[config.mk]
export PLATFORM = sky130hd
export DESIGN_NAME = aprq_front_flat
export DESIGN_NICKNAME = d
export VERILOG_FILES = /design/src/rtl/core/aprq_pkg.sv /design/src/rtl/core/aprq_if.sv /design/src/rtl/core/aprq_front.sv /design/src/flat_wrapper.sv
export SDC_FILE = /design/constraint.sdc
export NUM_CORES = 1
export LEC_CHECK = 0
export BUFFER_PORTS_ARGS = -buffer_cell sky130_fd_sc_hd__buf_2
export CAP_MARGIN = 5
export CORE_MARGIN = 3
export CORE_UTILIZATION = 40
export DETAILED_ROUTE_END_ITERATION = 7
export HOLD_SLACK_MARGIN = 0.05
export SLEW_MARGIN = 30
export SYNTH_ARGS = -nofsm -noshare
export SYNTH_HDL_FRONTEND = slang
export SYNTH_SLANG_ARGS = --single-unit
export TNS_END_PERCENT = 30
[constraint.sdc]
create_clock -name clock -period 5.1 [get_ports clock]
set_input_delay 0.765 -clock clock [delete_from_list [all_inputs] [get_ports clock]]
set_output_delay 0.765 -clock clock [all_outputs]
set_load 0.1 [all_outputs]
[src/rtl/core/aprq_pkg.sv]
`timescale 1ns / 1ps
// Shared types and constants of the aging priority ready queue.
// No dependencies; every other file imports it.
package aprq_pkg;

   localparam int ID_W      = 8;
   localparam int PRIO_W    = 32;
   localparam int TIME_W    = 32;
   localparam int WEIGHT_W  = 16;
   localparam int PROD_W    = TIME_W + WEIGHT_W;
   localparam int AGED_W    = PROD_W + 1;
   localparam int CSR_IDX_W = 2;
   localparam int CSR_DATA_W = 16;

   localparam logic [CSR_IDX_W-1:0] CSR_POLICY     = 2'd0;
   localparam logic [CSR_IDX_W-1:0] CSR_AGE_WEIGHT = 2'd1;

   typedef enum logic {
      OP_ENQ = 1'b0,
      OP_DEQ = 1'b1
   } op_type;

   typedef enum logic {
      POL_FIFO  = 1'b0,
      POL_AGING = 1'b1
   } policy_type;

   typedef struct packed {
      op_type              op;
      logic [ID_W-1:0]     id;
      logic [PRIO_W-1:0]   prio;
      logic [TIME_W-1:0]   now;
   } cmd_type;

endpackage

[src/rtl/core/aprq_if.sv]
`timescale 1ns / 1ps
// Channel interfaces: request, response and register write.
// Depends on aprq_pkg for field widths.
interface aprq_req_if
   import aprq_pkg::*;
();
   logic              valid;
   logic              ready;
   logic              mode;
   logic [ID_W-1:0]   process_id;
   logic [PRIO_W-1:0] priority_req;
   logic [TIME_W-1:0] now;
   modport source (output valid, mode, process_id, priority_req, now, input ready);
   modport sink   (input valid, mode, process_id, priority_req, now, output ready);
endinterface


[src/rtl/core/aprq_front.sv]
`timescale 1ns / 1ps
// Front end: accepts requests, classifies them and holds them in a two-entry queue.
// Depends on aprq_pkg and aprq_req_if.
module aprq_front
   import aprq_pkg::*;
(
   input  logic       clock,
   input  logic       reset,
   aprq_req_if.sink   req,
   output logic       cmd_valid,
   input  logic       cmd_ready,
   output cmd_type    cmd
);

   cmd_type    slot_ff [2];
   cmd_type    slot_in;
   logic       wr_ptr_ff, wr_ptr_in;
   logic       rd_ptr_ff, rd_ptr_in;
   logic [1:0] count_ff, count_in;
   logic       push, pop;

   assign req.ready = (count_ff != 2'd2);
   assign cmd_valid = (count_ff != 2'd0);
   assign cmd       = slot_ff[rd_ptr_ff];
   assign push      = req.valid && req.ready;
   assign pop       = cmd_valid && cmd_ready;

   always_comb begin
      // classify the request into an operation
      slot_in.op   = req.mode ? OP_DEQ : OP_ENQ;
      slot_in.id   = req.process_id;
      slot_in.prio = req.priority_req;
      slot_in.now  = req.now;
      wr_ptr_in    = push ? ~wr_ptr_ff : wr_ptr_ff;
      rd_ptr_in    = pop ? ~rd_ptr_ff : rd_ptr_ff;
      count_in     = count_ff + {1'b0, push} - {1'b0, pop};
   end

   always_ff @(posedge clock) begin
      if (reset) begin
         wr_ptr_ff <= 1'b0;
         rd_ptr_ff <= 1'b0;
         count_ff  <= 2'd0;
      end else begin
         wr_ptr_ff <= wr_ptr_in;
         rd_ptr_ff <= rd_ptr_in;
         count_ff  <= count_in;
      end
   end

   always_ff @(posedge clock) begin
      if (push) begin
         slot_ff[wr_ptr_ff] <= slot_in;
      end
   end

   a_count_max: assert property (@(posedge clock) disable iff (reset)
      count_ff <= 2'd2) else $error("front queue overfilled");
   a_hold_full: assert property (@(posedge clock) disable iff (reset)
      (count_ff == 2'd2 && !pop) |=> count_ff == 2'd2) else $error("front queue lost entry");
   a_empty_ptrs: assert property (@(posedge clock) disable iff (reset)
      count_ff == 2'd0 |-> wr_ptr_ff == rd_ptr_ff) else $error("front pointers diverged");

endmodule

[src/flat_wrapper.sv]
// flat-port wrapper written by rule: the top's interface ports become plain ports
module aprq_front_flat import aprq_pkg::*;
  (clock, reset, cmd_valid, cmd_ready, cmd, req_valid, req_mode, req_process_id, req_priority_req, req_now, req_ready);
  aprq_req_if req_i ();
  input  logic clock;
  input  logic reset;
  output logic cmd_valid;
  input  logic cmd_ready;
  output cmd_type cmd;
  input wire logic [$bits(req_i.valid)-1:0] req_valid;
  input wire logic [$bits(req_i.mode)-1:0] req_mode;
  input wire logic [$bits(req_i.process_id)-1:0] req_process_id;
  input wire logic [$bits(req_i.priority_req)-1:0] req_priority_req;
  input wire logic [$bits(req_i.now)-1:0] req_now;
  output wire logic [$bits(req_i.ready)-1:0] req_ready;
  assign req_i.valid = req_valid;
  assign req_i.mode = req_mode;
  assign req_i.process_id = req_process_id;
  assign req_i.priority_req = req_priority_req;
  assign req_i.now = req_now;
  assign req_ready = req_i.ready;
  aprq_front u_core (.clock(clock), .reset(reset), .req(req_i), .cmd_valid(cmd_valid), .cmd_ready(cmd_ready), .cmd(cmd));
endmodule
==> run summary, run 1 <==
- completed — run status
- 1,193 — fill cell total of the finished layout
- 59.6% — final period utilization
- 0 — count of endpoints failing hold in the final timing report
- 333 — net count after synthesis
- 151 — Seq cells post-synth
- yes — TritonCTS clock tree
- false — unrepaired setup endpoints after global routing
- 0.05 ns — CTS clock-pin slew for the worst setup and hold paths
- 25.5% — layout-stage area growth over the synthesis result
- 74.8% — top-area cell type share of the netlist area
- sky130_fd_sc_hd__edfxtp_1 (75%), sky130_fd_sc_hd__mux2_4 (18%), sky130_fd_sc_hd__buf_12 (2.4%), sky130_fd_sc_hd__dfxtp_1 (1.7%), sky130_fd_sc_hd__mux2_2 (0.58%) — dominant cells by area after synthesis
- 26 — Max Fanout on Critical Path
- 64.4% — headroom to the max-slew limit
- 0 — number of warnings printed during yosys synthesis
- 10,300 um — final wirelength
- 0 — number of remaining DRC errors
- 5860 um^2 — Post-Syn Area
- 15,900 um — global-route wire length before repair
- 0 — cts repair resizes
- 0 — Antenna diodes
- 4490 um^2 — Reg area
- 2,815 — via count
- primary output — critical path endpoint category
- 151 — clk sink count
- 4.34 ns — worst endpoint required time
- 3.04 ns — post-layout minimum cycle time
- 2 — worst-case clock buffer depth
- 160 — Starting DRT DRC Count
- 17 — CTS Buf Count
- 7030 um — HPWL reported at the end of detailed placement
- flip-flop — kind of launch point of the worst setup path
- 0.533 ns — pin slew with the least headroom to its limit
- sky130_fd_sc_hd__clkbuf_16 — cell at the root of the clock tree
- 0.00776 ns — skew final
- 23.1 um^2 — Synth Area per Inst
- 16,100 um^2 — overall die area
- 16.8 um — post-DR wirelength/cell
- 44 — maximum number of pins on one net before global-route repair
- sky130_fd_sc_hd__edfxtp_1 — cell type contributing the most total cell area after synthesis
- 1230 um^2 — area taken by multi-input logic gates
- 151 — number of input and output port buffers inserted
- 14,100 um^2 — core footprint
- 2.27 ns — worst endpoint data arrival time
- 0 — Slew Limit Fails
- 3,066 — vias in the first global route
- 4 — worst-case reg-to-reg path depth
- 41.6% — Initial Util
- reg2out — kind of critical path
- 20 — count of distinct cell types in the synthesized netlist
- 4 — first drt pass iteration count
- 2 — number of cells on the worst hold path
- 0 — buffers inserted by post-CTS timing repair
- 0 — Overflow after GRT
- 0 — remaining number of nets flagged by the antenna check after routing
- 76.5% — sequential element share of the synthesized area
- 0 — final setup violation count
- 0 — hold_buf cts
- 0.693 — placer's final routability congestion estimate
- 43 — num rows
- 59.6% — fraction of final layout cells with drive strength greater than 1
- 0.329 GHz — highest achievable clock rate
- 127 um — die span in x
- 0.41 ns — clock latency of the later-clocked register in the worst-skew pair
- reg2reg — class of the worst hold path
- 4 — H-tree depth
- 0 ns — total negative slack
- 152 — number of primary I/O pins
- 1 — number of antenna violations at the first check in global routing
- 4.59 — via count normalized by instance count
- 0 — max-cap violation count
- 13.3% — Overall Global Routing Usage
- 501 — number of nets in the layout
- 127 um — die height
- 254 — Cells after Synth
per-stage QoR:
stage                     cell area [um^2]  worst slack [ns]  hold slack, ns  cells  utilization, %
final                                 7350              2.06           0.522    613            52.1
after global routing                  7350              1.91           0.514    613            52.1
after CTS                             7350              1.99           0.514    613            52.1
after detailed placement              6810              2.45           0.505    583            48.3
after global placement                6740              2.44           0.495    580            47.8
after floorplan                       5860              1.30           0.474    254               -
Yosys cell counts, drive strengths merged:
cell type and number:
nor2 4, xnor2 1, inv 2, ha 2, nand3 1, nand2b 2, or2 1, nor3 1
edfxtp 146, nor2b 2, and2 2, o21a 1, dfxtp 5, mux2 73, and3 1, xor2 1
o21ai 1, buf 8
area by class of cell:
cell class	instances	area share [%]
clock buffer	20	5.94
multi-input combinational	93	16.7
tap	180	3.06
sequential	151	61.1
timing repair buffer	157	11.7
clock inverter	10	1.46
inverter	2	0.102
worst max-delay path, cell delays in order (launching register included):
cell and delay, ns:
sky130_fd_sc_hd__dfxtp_4 0.65, sky130_fd_sc_hd__buf_4 0.50, sky130_fd_sc_hd__mux2_2 0.40, sky130_fd_sc_hd__buf_2 0.29
layer usage:
layer  vias up  global-route usage [%]  share of wire, %
met1      1362                    14.9                39
li1       1336                       -                 -
met3        17                    6.23               8.6
met4         2                    6.25               1.9
met5         -                       0              0.13
met2        98                    21.7                50
sequential cells by signal (all words and copies together), names as in the netlist, named ones only:
register	count
u_core.count_ff	2
u_core.rd_ptr_ff	1
u_core.slot_ff	146
u_core.wr_ptr_ff	1
cell families after synthesis:
| group | count (synthesis) | synth area share (%) |
|---|---|---|
| multiplexers | 73 | 18.5 |
| adder cells (fa/ha/maj) | 2 | 0.427 |
| buffers and inverters | 10 | 2.71 |
| AND/OR/NAND/NOR | 14 | 1.28 |
| AO/OA/AOI/OAI | 2 | 0.214 |
| XOR/XNOR | 2 | 0.299 |
| flip-flops | 151 | 76.5 |
worst paths after layout:
check                                     start                              end  slack, ns
setup reg to reg  u_core.count_ff[0]$_SDFF_PP0_  u_core.slot_ff[0][56]$_DFFE_PP_       3.20
hold reg to reg   u_core.rd_ptr_ff$_SDFFE_PP0P_                        flip-flop       0.52
setup / recovery                      flip-flop                           cmd[0]       2.06
hold / removal    u_core.rd_ptr_ff$_SDFFE_PP0P_                        flip-flop       0.52
placed cells by master (no fill, tap or decap), types with 2 or more instances in the layout:
cell type,netlist,final
sky130_fd_sc_hd__nor2_1,4,4
sky130_fd_sc_hd__mux2_2,3,3
sky130_fd_sc_hd__and2_1,2,2
sky130_fd_sc_hd__bufinv_16,0,2
sky130_fd_sc_hd__inv_1,2,2
sky130_fd_sc_hd__mux2_4,70,70
sky130_fd_sc_hd__buf_2,0,151
sky130_fd_sc_hd__clkbuf_1,0,3
sky130_fd_sc_hd__dfxtp_1,5,4
sky130_fd_sc_hd__clkbuf_16,0,17
sky130_fd_sc_hd__clkinv_1,0,3
sky130_fd_sc_hd__edfxtp_1,146,146
sky130_fd_sc_hd__nand2b_1,2,2
sky130_fd_sc_hd__buf_12,7,3
sky130_fd_sc_hd__clkinvlp_4,0,3
sky130_fd_sc_hd__ha_1,2,2
sky130_fd_sc_hd__buf_4,0,2
Power of run 1 is not shown: default switching activity piles up to over one toggle a cycle in this logic, so the estimate is an artifact.
==> inputs of run 2 (changes only) <==
--- a/config.mk
+++ b/config.mk
@@ -5,12 +5,14 @@
 export SDC_FILE = /design/constraint.sdc
 export NUM_CORES = 1
 export LEC_CHECK = 0
+export ABC_AREA = 1
 export BUFFER_PORTS_ARGS = -buffer_cell sky130_fd_sc_hd__buf_2
 export CAP_MARGIN = 5
 export CORE_MARGIN = 3
 export CORE_UTILIZATION = 40
 export DETAILED_ROUTE_END_ITERATION = 7
 export HOLD_SLACK_MARGIN = 0.05
+export PLACE_DENSITY = 0.66
 export SLEW_MARGIN = 30
 export SYNTH_ARGS = -nofsm -noshare
 export SYNTH_HDL_FRONTEND = slang
==> constraint.sdc (replaced) <==
create_clock -name clock -period 2.7 [get_ports clock]
set_input_delay 0.405 -clock clock [delete_from_list [all_inputs] [get_ports clock]]
set_output_delay 0.405 -clock clock [all_outputs]
set_load 0.1 [all_outputs]
==> run summary, run 2 <==
- 146 — number of synthesized flops with an enable pin
- 4 — first drt pass iteration count
- u_core.slot_ff[0][21]$_DFFE_PP_ — Crit Reg-Reg Endpoint
- 152 — number of primary I/O pins
- 12 — count of distinct cell types in the synthesized netlist
- sky130_fd_sc_hd__edfxtp_1 — top flip-flop cell by instance count after synthesis
- 151 — number of input and output port buffers inserted
- 27.3% — layout-stage area growth over the synthesis result
- u_core.slot_ff — top register by number of flip-flops
- 16,200 um^2 — overall die area
- 0 — final setup violation count
- 63.5% — headroom to the max-slew limit
- sky130_fd_sc_hd__buf_2 (151), sky130_fd_sc_hd__edfxtp_1 (146), sky130_fd_sc_hd__mux2_4 (70) — most frequent cells in the layout
- 59.0% — fraction of final layout cells with drive strength greater than 1
- sky130_fd_sc_hd__edfxtp_1 (146), sky130_fd_sc_hd__mux2_4 (70), sky130_fd_sc_hd__inv_1 (10) — most instantiated cells after synthesis
- 0.692 — placer's final routability congestion estimate
- 0 — cts repair resizes
- 74 — maximum number of pins on one net before global-route repair
- 16.2 um — post-DR wirelength/cell
- sky130_fd_sc_hd__dfxtp_4 — slowest cell on the critical path
- 33 — Max Fanout on Critical Path
- 43 — num rows
- 10,100 um — final wirelength
- 6560 um — HPWL reported at the end of detailed placement
- 127 um — die height
- 0 — buffers inserted by post-CTS timing repair
- reset — hold path start
- 0.57 ns — largest stage delay on the critical path
- 266 — Cells after Synth
- flip-flop — kind of launch point of the worst setup path
- primary output — critical path endpoint category
- met5 — top layer used by detailed routing
- 0 — number of remaining DRC errors
- 5870 um^2 — Post-Syn Area
- 0 — hold_buf cts
- 4 — H-tree depth
- 2.30 ns — worst endpoint required time
- 2,881 — via count
- 0 — Overflow after GRT
- 0% — fraction of registers with async set or reset after synthesis
- 53.0% — final core occ
- 0 — count of endpoints failing hold in the final timing report
- sky130_fd_sc_hd__edfxtp_1 — count leader, synth
- 0 ns — total negative slack
- 151 — Seq cells post-synth
- 1,154 — fill cell total of the finished layout
- sky130_fd_sc_hd__clkbuf_16 — cell at the root of the clock tree
- sky130_fd_sc_hd__edfxtp_1 (75%), sky130_fd_sc_hd__mux2_4 (18%), sky130_fd_sc_hd__buf_12 (2.4%), sky130_fd_sc_hd__dfxtp_1 (1.7%), sky130_fd_sc_hd__inv_1 (0.64%) — dominant cells by area after synthesis
- 512 — number of nets in the layout
- 753 um — routed wl met3
- 151 — clk sink count
- 0.422 GHz — highest achievable clock rate
- 4.60 — via count normalized by instance count
- 2 — number of cells on the worst hold path
- sky130_fd_sc_hd__buf_2 — most common cell after layout, fill and taps aside
- 4240 um — wire length on met1
- 594 — placed cells
- u_core.count_ff[0]$_SDFF_PP0_ — Critical R2R Launch
- buf_12 > mux2_4 > buf_2 — Critical Path, Cell by Cell
- 1.97 ns — worst endpoint data arrival time
- 0.547 ns — pin slew with the least headroom to its limit
- 0 — remaining number of nets flagged by the antenna check after routing
- 0 — max-cap violation count
- 345 — net count after synthesis
- 14,100 um^2 — core footprint
- 0 — Slew Limit Fails
- in2reg — class of the worst hold path
- false — unrepaired setup endpoints after global routing
- 626 — Cell Count, Final, Fillers Out
- 0 — number of warnings printed during yosys synthesis
- 5 — worst-case reg-to-reg path depth
- 87.8% — final period utilization
- u_core.count_ff[0]$_SDFF_PP0_ — endpoint of the worst hold-timing path
- 0.00624 ns — skew final
- 16,000 um — global-route wire length before repair
- 0.06 ns — CTS clock-pin slew for the worst setup and hold paths
- 76.4% — sequential element share of the synthesized area
- 127 um — die span in x
- 3,163 — vias in the first global route
- 4990 um — met2 WL
- 2.37 ns — post-layout minimum cycle time
- reg2out — kind of critical path
- 13.2% — Overall Global Routing Usage
- 1.12 ns — setup slack of the worst register-to-register path
- 146 — Largest register FFs
- 22.1 um^2 — Synth Area per Inst
- 0.41 ns — clock latency of the later-clocked register in the worst-skew pair
- 0 — Antenna diodes
- 160 — Starting DRT DRC Count
- sky130_fd_sc_hd__edfxtp_1 — cell type contributing the most total cell area after synthesis
- 17 — CTS Buf Count
- 1 — number of antenna violations at the first check in global routing
- 41.7% — Initial Util
- completed — run status
- yes — TritonCTS clock tree
- u_core.slot_ff (146), u_core.count_ff (2) — registers with the most flip-flops
- 74.7% — top-area cell type share of the netlist area
- 2 — worst-case clock buffer depth
run 2: changes by cell type in the layout (fill, tap and decap cells not counted), moves of 2 or more:
cell                        before  now
sky130_fd_sc_hd__inv_1           2    9
sky130_fd_sc_hd__nand2_1         0    7
sky130_fd_sc_hd__bufinv_16       2    7
sky130_fd_sc_hd__nor2_1          4    8
sky130_fd_sc_hd__a21oi_1         0    2
sky130_fd_sc_hd__and2_1          2    0
sky130_fd_sc_hd__clkbuf_1        3    1
sky130_fd_sc_hd__clkinv_1        3    1
sky130_fd_sc_hd__clkinv_2        1    3
sky130_fd_sc_hd__nand2b_1        2    0
sky130_fd_sc_hd__nand3_1         1    3
run 2: routing by layer:
metal,global-route usage (%),up-vias
met5,0,-
met2,20.5,100
li1,-,1363
met1,16.2,1406
met3,5.73,10
met4,5.43,2
run 2: logic make-up (layout without fill, tap and decap cells):
| logic type | after synthesis | count (layout) | share of synthesized area (%) |
|---|---|---|---|
| flip-flops | 151 | 151 | 76.4 |
| buffers and inverters | 18 | 198 | 3.22 |
| adder cells (fa/ha/maj) | 2 | 2 | 0.426 |
| AND/OR/NAND/NOR | 20 | 20 | 1.34 |
| AO/OA/AOI/OAI | 2 | 2 | 0.170 |
| multiplexers | 73 | 73 | 18.5 |
run 2: final cells by class:
cell class | instances | area, um^2 | area share [%]
flip-flops and latches | 151 | 4490 | 60.0
multi-input cells | 97 | 1210 | 16.2
repair buffers | 156 | 831 | 11.1
clock buffers | 18 | 429 | 5.74
clock inverters | 14 | 254 | 3.40
well taps | 180 | 225 | 3.01
inverters | 10 | 41.3 | 0.552
run 2: per-stage QoR:
stage | cell area (um^2) | setup slack (ns) | hold WS (ns)
floorplan | 5890 | 0.161 | 0.467
global placement | 6790 | 0.757 | 0.489
detailed placement | 6790 | 0.763 | 0.495
CTS | 7480 | 0.299 | 0.139
global route | 7480 | 0.239 | 0.143
finish | 7480 | 0.329 | 0.159
run 2: worst max-delay path by stage:
stage	start	endpoint	slack, ns	cells after the start
4_1_cts	flip-flop	cmd[32]	0.30	3
3_3_place_gp	flip-flop	cmd[52]	0.76	3
3_5_place_dp	flip-flop	cmd[32]	0.76	3
5_1_grt	flip-flop	cmd[18]	0.24	3
6_report	flip-flop	cmd[18]	0.33	3
2_1_floorplan	u_core.count_ff[0]$_SDFF_PP0_	u_core.slot_ff[0][0]$_DFFE_PP_	0.16	4
run 2: critical path: cells and delay by family, from the launching register on:
family                 cells  cell delay (ns)
flip-flops                 1             0.57
multiplexers               1             0.34
buffers and inverters      2             0.58
Power of run 2 is left out for the same reason.
==> inputs of run 3 (changes only) <==
--- a/config.mk
+++ b/config.mk
@@ -5,7 +5,6 @@
 export SDC_FILE = /design/constraint.sdc
 export NUM_CORES = 1
 export LEC_CHECK = 0
-export ABC_AREA = 1
 export BUFFER_PORTS_ARGS = -buffer_cell sky130_fd_sc_hd__buf_2
 export CAP_MARGIN = 5
 export CORE_MARGIN = 3
@@ -13,7 +12,7 @@
 export DETAILED_ROUTE_END_ITERATION = 7
 export HOLD_SLACK_MARGIN = 0.05
 export PLACE_DENSITY = 0.66
-export SLEW_MARGIN = 30
+export SLEW_MARGIN = 5
 export SYNTH_ARGS = -nofsm -noshare
 export SYNTH_HDL_FRONTEND = slang
 export SYNTH_SLANG_ARGS = --single-unit
==> constraint.sdc (replaced) <==
create_clock -name clock -period 2.05 [get_ports clock]
set_input_delay 0.3075 -clock clock [delete_from_list [all_inputs] [get_ports clock]]
set_output_delay 0.3075 -clock clock [all_outputs]
set_load 0.1 [all_outputs]
==> run summary, run 3 (synthesis results as in run 1) <==
- 14,100 um^2 — core footprint
- 0 — remaining number of nets flagged by the antenna check after routing
- 127 um — die height
- yes — TritonCTS clock tree
- 1.69 ns — worst endpoint data arrival time
- 1 — cts repair resizes
- 0 — Slew Limit Fails
- 151 — clk sink count
- 502 — number of nets in the layout
- 6 — first drt pass iteration count
- 9930 um — final wirelength
- 0.06 ns — CTS clock-pin slew for the worst setup and hold paths
- 0.502 GHz — highest achievable clock rate
- flip-flop — kind of launch point of the worst setup path
- 0 — final setup violation count
- 46 — maximum number of pins on one net before global-route repair
- 12.9% — Overall Global Routing Usage
- sky130_fd_sc_hd__edfxtp_1 — most common cell after layout, fill and taps aside
- 151 — number of input and output port buffers inserted
- 127 um — die span in x
- 0 — number of antenna violations at the first check in global routing
- 43 — num rows
- 2 — worst-case clock buffer depth
- 0 — hold_buf cts
- 4 — H-tree depth
- 7550 um^2 — DP Area
- 4.67 — via count normalized by instance count
- 0 — count of endpoints failing hold in the final timing report
- 0 — buffers inserted by post-CTS timing repair
- 60.5% — fraction of final layout cells with drive strength greater than 1
- u_core.slot_ff — top register by number of flip-flops
- 0.00551 ns — skew final
- 39.0% — layout-stage area growth over the synthesis result
- 117 — Starting DRT DRC Count
- sky130_fd_sc_hd__edfxtp_1 (146), sky130_fd_sc_hd__buf_2 (96), sky130_fd_sc_hd__mux2_4 (70) — most frequent cells in the layout
- 1.74 ns — worst endpoint required time
- 152 — number of primary I/O pins
- 0 — Overflow after GRT
- 8140 um^2 — final design instance area without fill
- 0.495 ns — pin slew with the least headroom to its limit
- 0 — Antenna diodes
- 0.677 — placer's final routability congestion estimate
- 97.3% — final period utilization
- 41.6% — Initial Util
- 0 — number of remaining DRC errors
- 2,864 — via count
- false — unrepaired setup endpoints after global routing
- 0.41 ns — clock latency of the later-clocked register in the worst-skew pair
- 34 — Max Fanout on Critical Path
- 1.99 ns — post-layout minimum cycle time
- 16.2 um — post-DR wirelength/cell
- sky130_fd_sc_hd__clkbuf_16 — cell at the root of the clock tree
- u_core.slot_ff (146), u_core.count_ff (2) — registers with the most flip-flops
- reg2out — kind of critical path
- 67.2% — headroom to the max-slew limit
- completed — run status
- 15,700 um — global-route wire length before repair
- 6920 um — HPWL reported at the end of detailed placement
- 146 — Largest register FFs
- 0 ns — total negative slack
- 16,100 um^2 — overall die area
- primary output — critical path endpoint category
- 3,083 — vias in the first global route
- in2reg — class of the worst hold path
- 0 — max-cap violation count
- 17 — CTS Buf Count
==> run 3: cell types whose count changed in the layout (fill, tap and decap cells not counted), sizes merged, moves of 4 or more <==
| cell | previous run | this run |
|---|---|---|
| buf | 156 | 151 |
| inv | 9 | 2 |
| nor2 | 9 | 4 |
| nand2 | 8 | 0 |
| bufinv | 7 | 3 |
| clkbuf | 18 | 26 |
==> run 3: area by class of cell <==
type / instances / area [um^2]
clock inverters: 10 / 133
clock buffers: 19 / 433
repair buffers: 158 / 1620
inverters: 2 / 7.51
flip-flops and latches: 151 / 4490
well taps: 180 / 225
multi-input cells: 93 / 1240
fillers: 1086 / 5950
==> run 3: metal layers <==
layer  vias to the layer above  routed length [um]  track usage [%]  part of all wire [%]
met3                        10                 830             5.14                   8.4
met5                         -                   0                0                     0
met2                       103                5250             22.2                    53
met1                      1418                3710             14.1                    37
li1                       1333                   -                -                     -
met4                         0                 144             5.87                   1.4
==> run 3: worst max-delay path, stage by stage (launching register included) <==
cell	delay [ns]
sky130_fd_sc_hd__dfxtp_4	0.37
sky130_fd_sc_hd__buf_12	0.26
sky130_fd_sc_hd__mux2_4	0.33
sky130_fd_sc_hd__buf_2	0.29
==> run 3: worst paths after layout <==
check / end / start / slack (ns) / cells past startpoint
worst max-delay path: cmd[40] / flip-flop / 0.06 / 3
worst min-delay path: u_core.slot_ff[1][72]$_DFFE_PP_ / req_mode / 0.08 / 1
worst max register to register: u_core.count_ff[1]$_SDFF_PP0_ / u_core.count_ff[1]$_SDFF_PP0_ / 0.48 / 7
worst min register to register: flip-flop / u_core.rd_ptr_ff$_SDFFE_PP0P_ / 0.52 / 2
==> run 3: metrics by stage <==
step	utilization, %	setup WS (ns)	std cells	hold WS, ns
floorplan	-	-0.351	254	0.372
finish	57.8	0.0560	613	0.0834
global route	57.8	0.00175	613	0.0594
CTS	57.6	0.0167	613	0.0605
global placement	53.6	0.417	584	0.491
detailed placement	53.6	0.405	584	0.499
Power of run 3 is left out for the same reason.
